## src/rtl/lsnp_pkg.sv

```systemverilog
// ----------------------------------------------------------------------------
// Linked stack node pool package
// Payload types and operation and status codes shared by the stack design.
// ----------------------------------------------------------------------------
package lsnp_pkg;

    typedef enum logic [1:0] {
        MODE_PUSH    = 2'd0,
        MODE_POP     = 2'd1,
        MODE_REVERSE = 2'd2
    } t_mode;

    typedef enum logic [1:0] {
        STATUS_OK       = 2'd0,
        STATUS_OVERFLOW = 2'd1,
        STATUS_EMPTY    = 2'd2
    } t_status;

    typedef struct packed {
        logic [1:0] mode;
        logic [7:0] push_value;
    } t_in_item;

    typedef struct packed {
        logic [1:0] status;
        logic [7:0] top_value;
        logic       is_empty;
        logic       is_full;
    } t_out_item;

endpackage

```

## src/rtl/lsnp_ram.sv

```systemverilog
// ----------------------------------------------------------------------------
// Linked stack node pool RAM
// Simple dual-port memory with one write port and one registered read port.
// ----------------------------------------------------------------------------
module lsnp_ram #(
    parameter int DEPTH = 16,
    parameter int WIDTH = 8
) (
    input  logic                     i_clk,
    input  logic                     i_we,
    input  logic [$clog2(DEPTH)-1:0] i_waddr,
    input  logic [WIDTH-1:0]         i_wdata,
    input  logic [$clog2(DEPTH)-1:0] i_raddr,
    output logic [WIDTH-1:0]         o_rdata
);

    logic [WIDTH-1:0] r_mem [DEPTH];
    logic [WIDTH-1:0] r_rdata;

    always_ff @(posedge i_clk) begin
        if (i_we) begin
            r_mem[i_waddr] <= i_wdata;
        end
        r_rdata <= r_mem[i_raddr];
    end

    assign o_rdata = r_rdata;

endmodule

```

## src/rtl/linked_stack_node_pool_unit.sv

```systemverilog
// ----------------------------------------------------------------------------
// Linked stack node pool unit
// Byte stack kept as a linked list in a pool of nodes with a free list.
//
// The input channel carries one operation per transfer: push, pop or reverse.
// Each operation yields exactly one result transfer with the status, the top
// byte and the empty and full flags after the operation.
// Both channels use valid and stall. The block takes one operation at a time
// and stalls its input until the result has been loaded into the output
// register; a finished result may wait there while the next operation runs.
// A push reads the free node's link and then writes the new node; a pop reads
// the next link and, if the stack is not left empty, then the new top byte; a
// reverse turns each link as it walks the list, then reads the new top byte;
// errors and unused codes go straight to the result. The link memory's single
// read port, walked one node per cycle, sets the reverse time.
// After reset a clearing pass over all POOL_DEPTH nodes builds the free list
// in the link memory; the input is stalled during that pass.
// When the receiver stalls, the result holds in the output register and the
// next result waits in the sequencer until the register is free.
// ----------------------------------------------------------------------------
module linked_stack_node_pool_unit
    import lsnp_pkg::*;
#(
    parameter int POOL_DEPTH = 16
) (
    input  logic      i_clk,
    input  logic      i_rst_n,
    input  logic      i_in_valid,
    output logic      o_in_stall,
    input  t_in_item  i_in,
    output logic      o_out_valid,
    input  logic      i_out_stall,
    output t_out_item o_out
);

    localparam int AW = $clog2(POOL_DEPTH);
    localparam int IW = $clog2(POOL_DEPTH + 1);
    localparam logic [IW-1:0] NullPtr = IW'(POOL_DEPTH);
    localparam logic [IW-1:0] LastPtr = IW'(POOL_DEPTH - 1);

    typedef enum logic [2:0] {
        S_CLEAR,
        S_IDLE,
        S_PUSH,
        S_POP,
        S_REV,
        S_VAL,
        S_DONE
    } t_state;

    t_state        r_state;
    logic [IW-1:0] r_clr;
    logic [IW-1:0] r_top;
    logic [IW-1:0] r_free;
    logic [IW-1:0] r_cur;
    logic [IW-1:0] r_prev;
    logic [7:0]    r_val;
    logic [7:0]    r_top_value;
    logic [1:0]    r_status;

    logic          link_we;
    logic [AW-1:0] link_waddr;
    logic [IW-1:0] link_wdata;
    logic [AW-1:0] link_raddr;
    logic [IW-1:0] link_rdata;
    logic          val_we;
    logic [AW-1:0] val_waddr;
    logic [7:0]    val_wdata;
    logic [AW-1:0] val_raddr;
    logic [7:0]    val_rdata;
    logic          out_load;

    lsnp_ram #(
        .DEPTH(POOL_DEPTH),
        .WIDTH(IW)
    ) u_links (
        .i_clk  (i_clk),
        .i_we   (link_we),
        .i_waddr(link_waddr),
        .i_wdata(link_wdata),
        .i_raddr(link_raddr),
        .o_rdata(link_rdata)
    );

    lsnp_ram #(
        .DEPTH(POOL_DEPTH),
        .WIDTH(8)
    ) u_values (
        .i_clk  (i_clk),
        .i_we   (val_we),
        .i_waddr(val_waddr),
        .i_wdata(val_wdata),
        .i_raddr(val_raddr),
        .o_rdata(val_rdata)
    );

    assign o_in_stall = (r_state != S_IDLE);
    assign out_load   = (r_state == S_DONE) && (!o_out_valid || !i_out_stall);

    always_comb begin
        link_we    = 1'b0;
        link_waddr = r_cur[AW-1:0];
        link_wdata = r_prev;
        link_raddr = r_top[AW-1:0];
        val_we     = 1'b0;
        val_waddr  = r_free[AW-1:0];
        val_wdata  = r_val;
        val_raddr  = r_cur[AW-1:0];
        unique case (r_state)
            S_CLEAR: begin
                link_we    = 1'b1;
                link_waddr = r_clr[AW-1:0];
                link_wdata = (r_clr == '0) ? NullPtr : r_clr - 1'b1;
            end
            S_IDLE: begin
                if (i_in.mode == MODE_PUSH) begin
                    link_raddr = r_free[AW-1:0];
                end
            end
            S_PUSH: begin
                link_we    = 1'b1;
                link_waddr = r_free[AW-1:0];
                link_wdata = r_top;
                val_we     = 1'b1;
            end
            S_POP: begin
                link_we    = 1'b1;
                link_waddr = r_top[AW-1:0];
                link_wdata = r_free;
                val_raddr  = link_rdata[AW-1:0];
            end
            S_REV: begin
                link_we    = 1'b1;
                link_raddr = link_rdata[AW-1:0];
            end
            S_VAL, S_DONE: begin
            end
            default: begin
            end
        endcase
    end

    always_ff @(posedge i_clk) begin
        if (!i_rst_n) begin
            r_state     <= S_CLEAR;
            r_clr       <= '0;
            r_top       <= NullPtr;
            r_free      <= LastPtr;
            r_top_value <= '0;
            o_out_valid <= 1'b0;
        end else begin
            if (out_load) begin
                o_out_valid     <= 1'b1;
                o_out.status    <= r_status;
                o_out.top_value <= r_top_value;
                o_out.is_empty  <= (r_top == NullPtr);
                o_out.is_full   <= (r_free == NullPtr);
            end else if (o_out_valid && !i_out_stall) begin
                o_out_valid <= 1'b0;
            end
            unique case (r_state)
                S_CLEAR: begin
                    r_clr <= r_clr + 1'b1;
                    if (r_clr == LastPtr) begin
                        r_state <= S_IDLE;
                    end
                end
                S_IDLE: begin
                    if (i_in_valid) begin
                        r_val    <= i_in.push_value;
                        r_status <= STATUS_OK;
                        r_state  <= S_DONE;
                        unique case (i_in.mode)
                            MODE_PUSH: begin
                                if (r_free == NullPtr) begin
                                    r_status <= STATUS_OVERFLOW;
                                end else begin
                                    r_state <= S_PUSH;
                                end
                            end
                            MODE_POP: begin
                                if (r_top == NullPtr) begin
                                    r_status <= STATUS_EMPTY;
                                end else begin
                                    r_state <= S_POP;
                                end
                            end
                            MODE_REVERSE: begin
                                if (r_top == NullPtr) begin
                                    r_status <= STATUS_EMPTY;
                                end else begin
                                    r_cur   <= r_top;
                                    r_prev  <= NullPtr;
                                    r_state <= S_REV;
                                end
                            end
                            default: begin
                            end
                        endcase
                    end
                end
                S_PUSH: begin
                    r_free      <= link_rdata;
                    r_top       <= r_free;
                    r_top_value <= r_val;
                    r_state     <= S_DONE;
                end
                S_POP: begin
                    r_top  <= link_rdata;
                    r_free <= r_top;
                    if (link_rdata == NullPtr) begin
                        r_top_value <= '0;
                        r_state     <= S_DONE;
                    end else begin
                        r_state <= S_VAL;
                    end
                end
                S_REV: begin
                    r_prev <= r_cur;
                    r_cur  <= link_rdata;
                    if (link_rdata == NullPtr) begin
                        r_top   <= r_cur;
                        r_state <= S_VAL;
                    end
                end
                S_VAL: begin
                    r_top_value <= val_rdata;
                    r_state     <= S_DONE;
                end
                S_DONE: begin
                    if (out_load) begin
                        r_state <= S_IDLE;
                    end
                end
                default: begin
                    r_state <= S_IDLE;
                end
            endcase
        end
    end

endmodule
```

## config.mk

```make
export PLATFORM = sky130hd
export DESIGN_NAME = linked_stack_node_pool_unit
export DESIGN_NICKNAME = d
export VERILOG_FILES = /design/src/rtl/lsnp_pkg.sv /design/src/rtl/lsnp_ram.sv /design/src/rtl/linked_stack_node_pool_unit.sv
export SDC_FILE = /design/constraint.sdc
export NUM_CORES = 1
export LEC_CHECK = 0
export BUFFER_PORTS_ARGS = -buffer_cell sky130_fd_sc_hd__buf_2
export CORE_UTILIZATION = 45
export CTS_CLUSTER_DIAMETER = 100
export DETAILED_ROUTE_END_ITERATION = 10
export GPL_TIMING_DRIVEN = 0
export PLACE_DENSITY = 0.68
export SYNTH_ARGS = -nofsm -noshare
export SYNTH_HDL_FRONTEND = slang
export SYNTH_SLANG_ARGS = --single-unit
```

## constraint.sdc

```tcl
create_clock -name i_clk -period 2.3 [get_ports i_clk]
set_input_delay 0.46 -clock i_clk [delete_from_list [all_inputs] [get_ports i_clk]]
set_output_delay 0.46 -clock i_clk [all_outputs]
set_load 0.02 [all_outputs]
```

### Word level (Yosys, flattened, before mapping)

Memories as Yosys holds them, arrays and structs flattened. A register that Yosys moved wholly into a read port is not among the register bits.
Cells that the tools add are included.

| storage, ports and cells | value |
|---|---|
| flip-flop bits (word level) | 59 |
| memories | 2 |
| bits in writable memories | 208 |
| output and inout port bits | 14 |

Memory list:

| name | depth | width | rd ports | clocked after Yosys merged registers in | write ports | line | RTL |
|---|---|---|---|---|---|---|---|
| u_values.r_mem | 16 | 8 | 1 | 1 | 1 | lsnp_ram.sv:17 | `logic [WIDTH-1:0] r_mem [DEPTH];` |
| u_links.r_mem | 16 | 5 | 1 | 1 | 1 | lsnp_ram.sv:17 |  |

| cells by class | value |
|---|---|
| add/subtract/negate cells | 2 |
| mux-type cells | 40 |
| reduce and logical (&&, ||, !) cells | 22 |
| equality and inequality tests | 20 |

Operators by type and width:

| kind | count |
|---|---|
| 2-to-1 mux 5 bit | 8 |
| one-hot mux 5 bit (2 select lines) | 3 |
| one-hot mux 5 bit (3 select lines) | 2 |
| one-hot mux 8 bit (3 select lines) | 1 |
| 2-to-1 mux 3 bit | 6 |
| one-hot mux 3 bit (6 select lines) | 1 |
| equality test 5 bit (second input constant) | 3 |
| inequality test 2 bit (second input constant) | 7 |
| one-hot mux 4 bit (3 select lines) | 1 |
| equality test 3 bit (second input constant) | 3 |
| 2-to-1 mux 1 bit | 9 |
| one-hot mux 3 bit (3 select lines) | 1 |
| 2-to-1 mux 4 bit | 2 |
| 2-to-1 mux 8 bit | 1 |
| one-hot mux 4 bit (2 select lines) | 1 |
| equality test 3 x 2 -> 1 bit (second input constant) | 2 |
| 2-to-1 mux 2 bit | 3 |
| AND reduction 2 bit | 3 |
| nonzero test 2 bit | 3 |
| nonzero test 3 bit | 2 |
| adder 5 x 1 -> 5 bit (second input constant) | 1 |
| equality test 5 x 4 -> 1 bit (second input constant) | 1 |
| logical NOT 5 bit | 1 |
| AND reduction 5 bit | 1 |
| other kinds (15) | 18 |

### Logic depth before layout (Yosys ltp)

| logic depth | value |
|---|---|
| depth after elaboration | 5 |
| gate-level depth with buffers | 12 |
| mapped depth without buffers | 9 |

### Modules after synthesis

Synthesis repeated with hierarchy kept, for this count alone.

| unflattened totals | value |
|---|---|
| cells, all modules | 728 |
| area total of the unflattened synthesis | 11498.5 µm² |

Modules (own cells, without submodules):

| module | area each (µm²) | instances | cells each |
|---|---|---|---|
| lsnp_ram at u_values | 5147.4 | 1 | 229 |
| lsnp_ram at u_links | 3213.1 | 1 | 155 |
| linked_stack_node_pool_unit | 3138.0 | 1 | 344 |

### Worst setup path before layout

OpenSTA, ideal clock, no wires.

| timing | value |
|---|---|
| path kind | input to register |
| start point | input port i_in[8] in the netlist's numbering |
| end point | register u_links.r_rdata[3], in the netlist u_links.o_rdata[3], read port of u_links.r_mem |
| arrival time | 2.308 ns |
| setup slack | -0.130 ns |
| stages | 11 |
| setup time | 0.122 ns |
| cell sequence | inv_1 -> ha_1 -> clkbuf_1 -> nand3b_1 -> a21o_1 -> a21oi_4 -> buf_6 -> buf_6 -> mux2i_1 -> o22ai_1 -> a311o_1 |

| on the way | value |
|---|---|
| word-level cells in the longest chain between the ends | 3 |

RTL lines:

| element | line | RTL |
|---|---|---|
| start: declaration | linked_stack_node_pool_unit.sv:30 | `input t_in_item i_in,` |
| logical NOT 2 bit | linked_stack_node_pool_unit.sv:116 | `if (i_in.mode == MODE_PUSH) begin` |
| 2-to-1 mux 4 bit | linked_stack_node_pool_unit.sv:116 |  |
| one-hot mux 4 bit (2 select lines) | linked_stack_node_pool_unit.sv:109 | `unique case (r_state)` |
| end: declaration | lsnp_ram.sv:18 | `logic [WIDTH-1:0] r_rdata;` |

Every way passes these cells.
A chain may end at the register's enable or synchronous reset.

### Final worst setup path

| timing | value |
|---|---|
| start point | register r_state[2] |
| end point | register u_links.r_rdata[4], in the netlist u_links.o_rdata[4], read port of u_links.r_mem |

| on the way | value |
|---|---|
| word-level cells in the longest chain between the ends | 2 |

RTL lines:

| element | line | RTL |
|---|---|---|
| start: declaration | linked_stack_node_pool_unit.sv:51 | `t_state r_state;` |
| start signal: assignment | linked_stack_node_pool_unit.sv:145 | `r_state <= S_CLEAR;` |
| start signal: assignment | linked_stack_node_pool_unit.sv:165 | `r_state <= S_IDLE;` |
| start signal: assignment | linked_stack_node_pool_unit.sv:172 | `r_state <= S_DONE;` |
| equality test 3 bit or equality test 3 x 1 -> 1 bit (tied branches) | linked_stack_node_pool_unit.sv:109 |  |
| one-hot mux 4 bit (2 select lines) (*) | linked_stack_node_pool_unit.sv:109 |  |

Every way passes the cells marked *; elsewhere a longest branch is shown, timed or not.

==> results.md <==
- Peak Freq: 437.1 MHz
- Post-Syn Nets: 969
- CP startpoint kind: flip-flop
- Post-Syn Instances: ~950
- Ys Warns: 0
- Hold Crit Depth: 1
- Clock Skews: 0.01039 ns
- Pre-antenna DRT Iters: 5
- Synthesized cell area: about 12000 sq um
- DR iter-0 viols: 976
- RSZ-0062 raised after global routing: yes
- Met2 wire length: about 14000 um
- Largest net degree at the start of global routing: 19
- P_leak: between 0.005 and 0.006 uW
- Layout cells sized above 1: 29.14%
- Die area: 27810 sq um
- Fill count: 2032
- Met1 Wirelength: around 13000 um
- Worst-Skew Late Latency: ~0.55 ns
- Post-synthesis mux area share: about 4.2%
- Final Worst Setup Slack: roughly 0.012 ns
- Final hold vios: 0
- Routed vias: around 8400
- Setup WS pre-CTS: -0.7996 ns
- # port buffers: 26
- Adder-cell share of the synthesized area: 0.8193%
- CTS sink cnt: 280
- Max H-tree Level: 1
- Crit path time final: around 2.3 ns
- Outcome: finished, final reports clean
- DR top layer: met4
- Slew margin rel.: 20.97%
- EDFF count, synth: 240
- Routed vias/inst: 6.016
- Final wirelength: roughly 31000 um
- CP arrival: between 2 and 3 ns
- Min-delay worst type: in -> reg
- Clk Tree Root Cell: clkbuf_16
- Worst-margin pin slew: around 1.2 ns
- Largest family of logic cells by synthesized area: compound AO/OA/AOI/OAI gates
- Count of cell types in the netlist: 65
- Initial Util: around 46%
- FF+latch count, synth: 280
- WL met3: 2803 um
- DRC: 0
- Ys async rst share: 0%
- Yosys top cell by area: edfxtp_1
- Vias in the first global route: approximately 8200
- PwrDens: 1218 nW/um^2
- Max-slew violation count: 0
- Synthesis-to-layout area growth: 24.32%
- Simple-gate portion of the synthesized area: 11.08%
- Initial antenna violation count: 0
- Row count: 59
- Setup TNS: 0 ns
- Most frequent cell after synthesis: edfxtp_1
- Maxcap violations: 0
- Grt total ovfl: 0
- Top FF cell, synth: edfxtp_1
- Peak VDD IR: 0.7479 mV
- Chip height: 166.8 um
- Setup-failing EPs final: 0
- Nets: 1056
- CTS tree: yes
- Final HPWL DP: about 20000 um
- Clock Pin Slew Worst Setup and Hold Paths: 0.06 ns
- Crit Path Class: reg -> reg
- Clock Path Buffers: 3
- Compound-cell area share of the yosys netlist: 14.91%
- WL/cell: 22.43 um
- Critical path required time: 2.71 ns
- Final worst-path cycle share: between 90 and 100%
- CP endpoint kind: flip-flop
- Antenna cell count: 0
- Total power: 18510 uW
- Reg2Reg Depth: 10
- GPL Wtd Cong: 0.9367
- First-pass GRT wire length: 47780 um
- Top area cells in the synthesized netlist: edfxtp_1, dfxtp_1, nand2_1, a211oi_1, mux2i_1
- Die width: 166.8 um
- Num ports: 28
- Crit-path max FO: 8
- Gr usage total: 22.29%
- Synth Area in XOR/XNOR: 0.4301%
- TritonCTS Buffers: 29
- Core ar.: 26350 sq um
- Synth top area share: 58.99%
- Final core occ: 57.64%
- Mapped Avg Cell Area: roughly 13 sq um
- Routed Antenna Nets: 0
- Post-synthesis sequential area ratio: approximately two thirds
- Synth cell count leaders: edfxtp_1, nand2_1, nor2_1
## final timing paths
| kind | start | to | slack [ns] |
|---|---|---|---|
| max reg2reg | r_state[2] | u_links.o_rdata[4] | 0.01 |
| min reg2reg | r_top_value[4] | o_out[6] | 0.43 |
| min | i_in[0] | r_val[0] | 0.09 |
| max | r_state[2] | u_links.o_rdata[4] | 0.01 |
## kinds of logic after synthesis
kind of cell	Yosys count
xor gates and xnor gates	6
DFF	280
and+or+nand+nor	283
muxes	45
buffers and inverters	78
adders and majority gates	8
AOI/OAI and AO/OA	247
## registers in the layout (all words and copies together) (netlist names)
signal / flops
o_out: 12
o_out_valid: 1
r_prev: 5
u_values.r_mem: 128
r_clr: 5
r_cur: 5
u_values.o_rdata: 8
r_status: 2
u_links.o_rdata: 5
u_links.r_mem: 80
r_top: 5
r_top_value: 8
r_val: 8
r_state: 3
r_free: 5
## metal layers
layer	vias up	track usage [%]
li1	3800	-
met1	4087	32.10
met5	-	0
met2	423	34.44
met4	0	7.126
met3	64	3.826
## through the flow
| step | hold WS, ns | instance area (sq um) | cells |
|---|---|---|---|
| final | 0.08506 | 15190 | 1392 |
| after global routing | 0.07170 | 15190 | 1392 |
| after CTS | 0.06988 | 14670 | 1380 |
| after detailed placement | 0.4241 | 12790 | 1308 |
| after global placement | 0.4056 | 12780 | 1308 |
| after floorplan | 0.4003 | 12230 | 947 |
## worst max-delay path, stage by stage, from the launching register on
cell	delay (ns)
dfxtp_2	0.33
buf_6	0.13
buf_6	0.11
nand3b_1	0.16
a21o_1	0.23
a21oi_4	0.22
buf_6	0.18
buf_12	0.14
mux2i_4	0.24
o22a_1	0.24
o311ai_4	0.14
## power by group
part,internal (uW),total [uW],switching (uW)
Sequential,6830,7290,462
Combinational,2340,6240,3900
Clock,3030,4980,1940
Total,12200,18500,6310
## placed cells by master (no fill, tap or decap), types with 14 or more instances in the layout
| cell type | count |
|---|---|
| a22o_1 | 15 |
| a211oi_2 | 24 |
| buf_2 | 32 |
| and2_1 | 42 |
| clkbuf_1 | 14 |
| buf_6 | 14 |
| nand2_1 | 104 |
| nor2_4 | 32 |
| o211a_1 | 14 |
| nor2b_1 | 14 |
| a31oi_1 | 22 |
| clkbuf_16 | 31 |
| mux2i_1 | 23 |
| buf_4 | 36 |
| a22oi_1 | 17 |
| edfxtp_1 | 240 |
| dfxtp_1 | 37 |
| a21oi_1 | 33 |
| a211oi_1 | 16 |
| nor2_1 | 30 |
## area by class of cell
| type | count | area, sq um | share of cell area, % |
|---|---|---|---|
| Inverter | 12 | 45.04 | 0.2965 |
| Tap cell | 335 | 419.2 | 2.759 |
| Buffer | 63 | 460.4 | 3.031 |
| Clock buffer | 36 | 803.3 | 5.288 |
| Sequential cell | 280 | 8014 | 52.76 |
| Multi-Input combinational cell | 589 | 4748 | 31.26 |
| Timing Repair Buffer | 59 | 479.2 | 3.155 |
| Clock inverter | 18 | 220.2 | 1.450 |
## what timing repair did
item                       CTS  global route
buffers inserted            18            13
cloned                       0             2
pin swaps                   25            23
hold buffers                 0             0
setup endpoints to repair  333           294
gates resized for setup    169            97
Power figures use the tool's default switching activity.
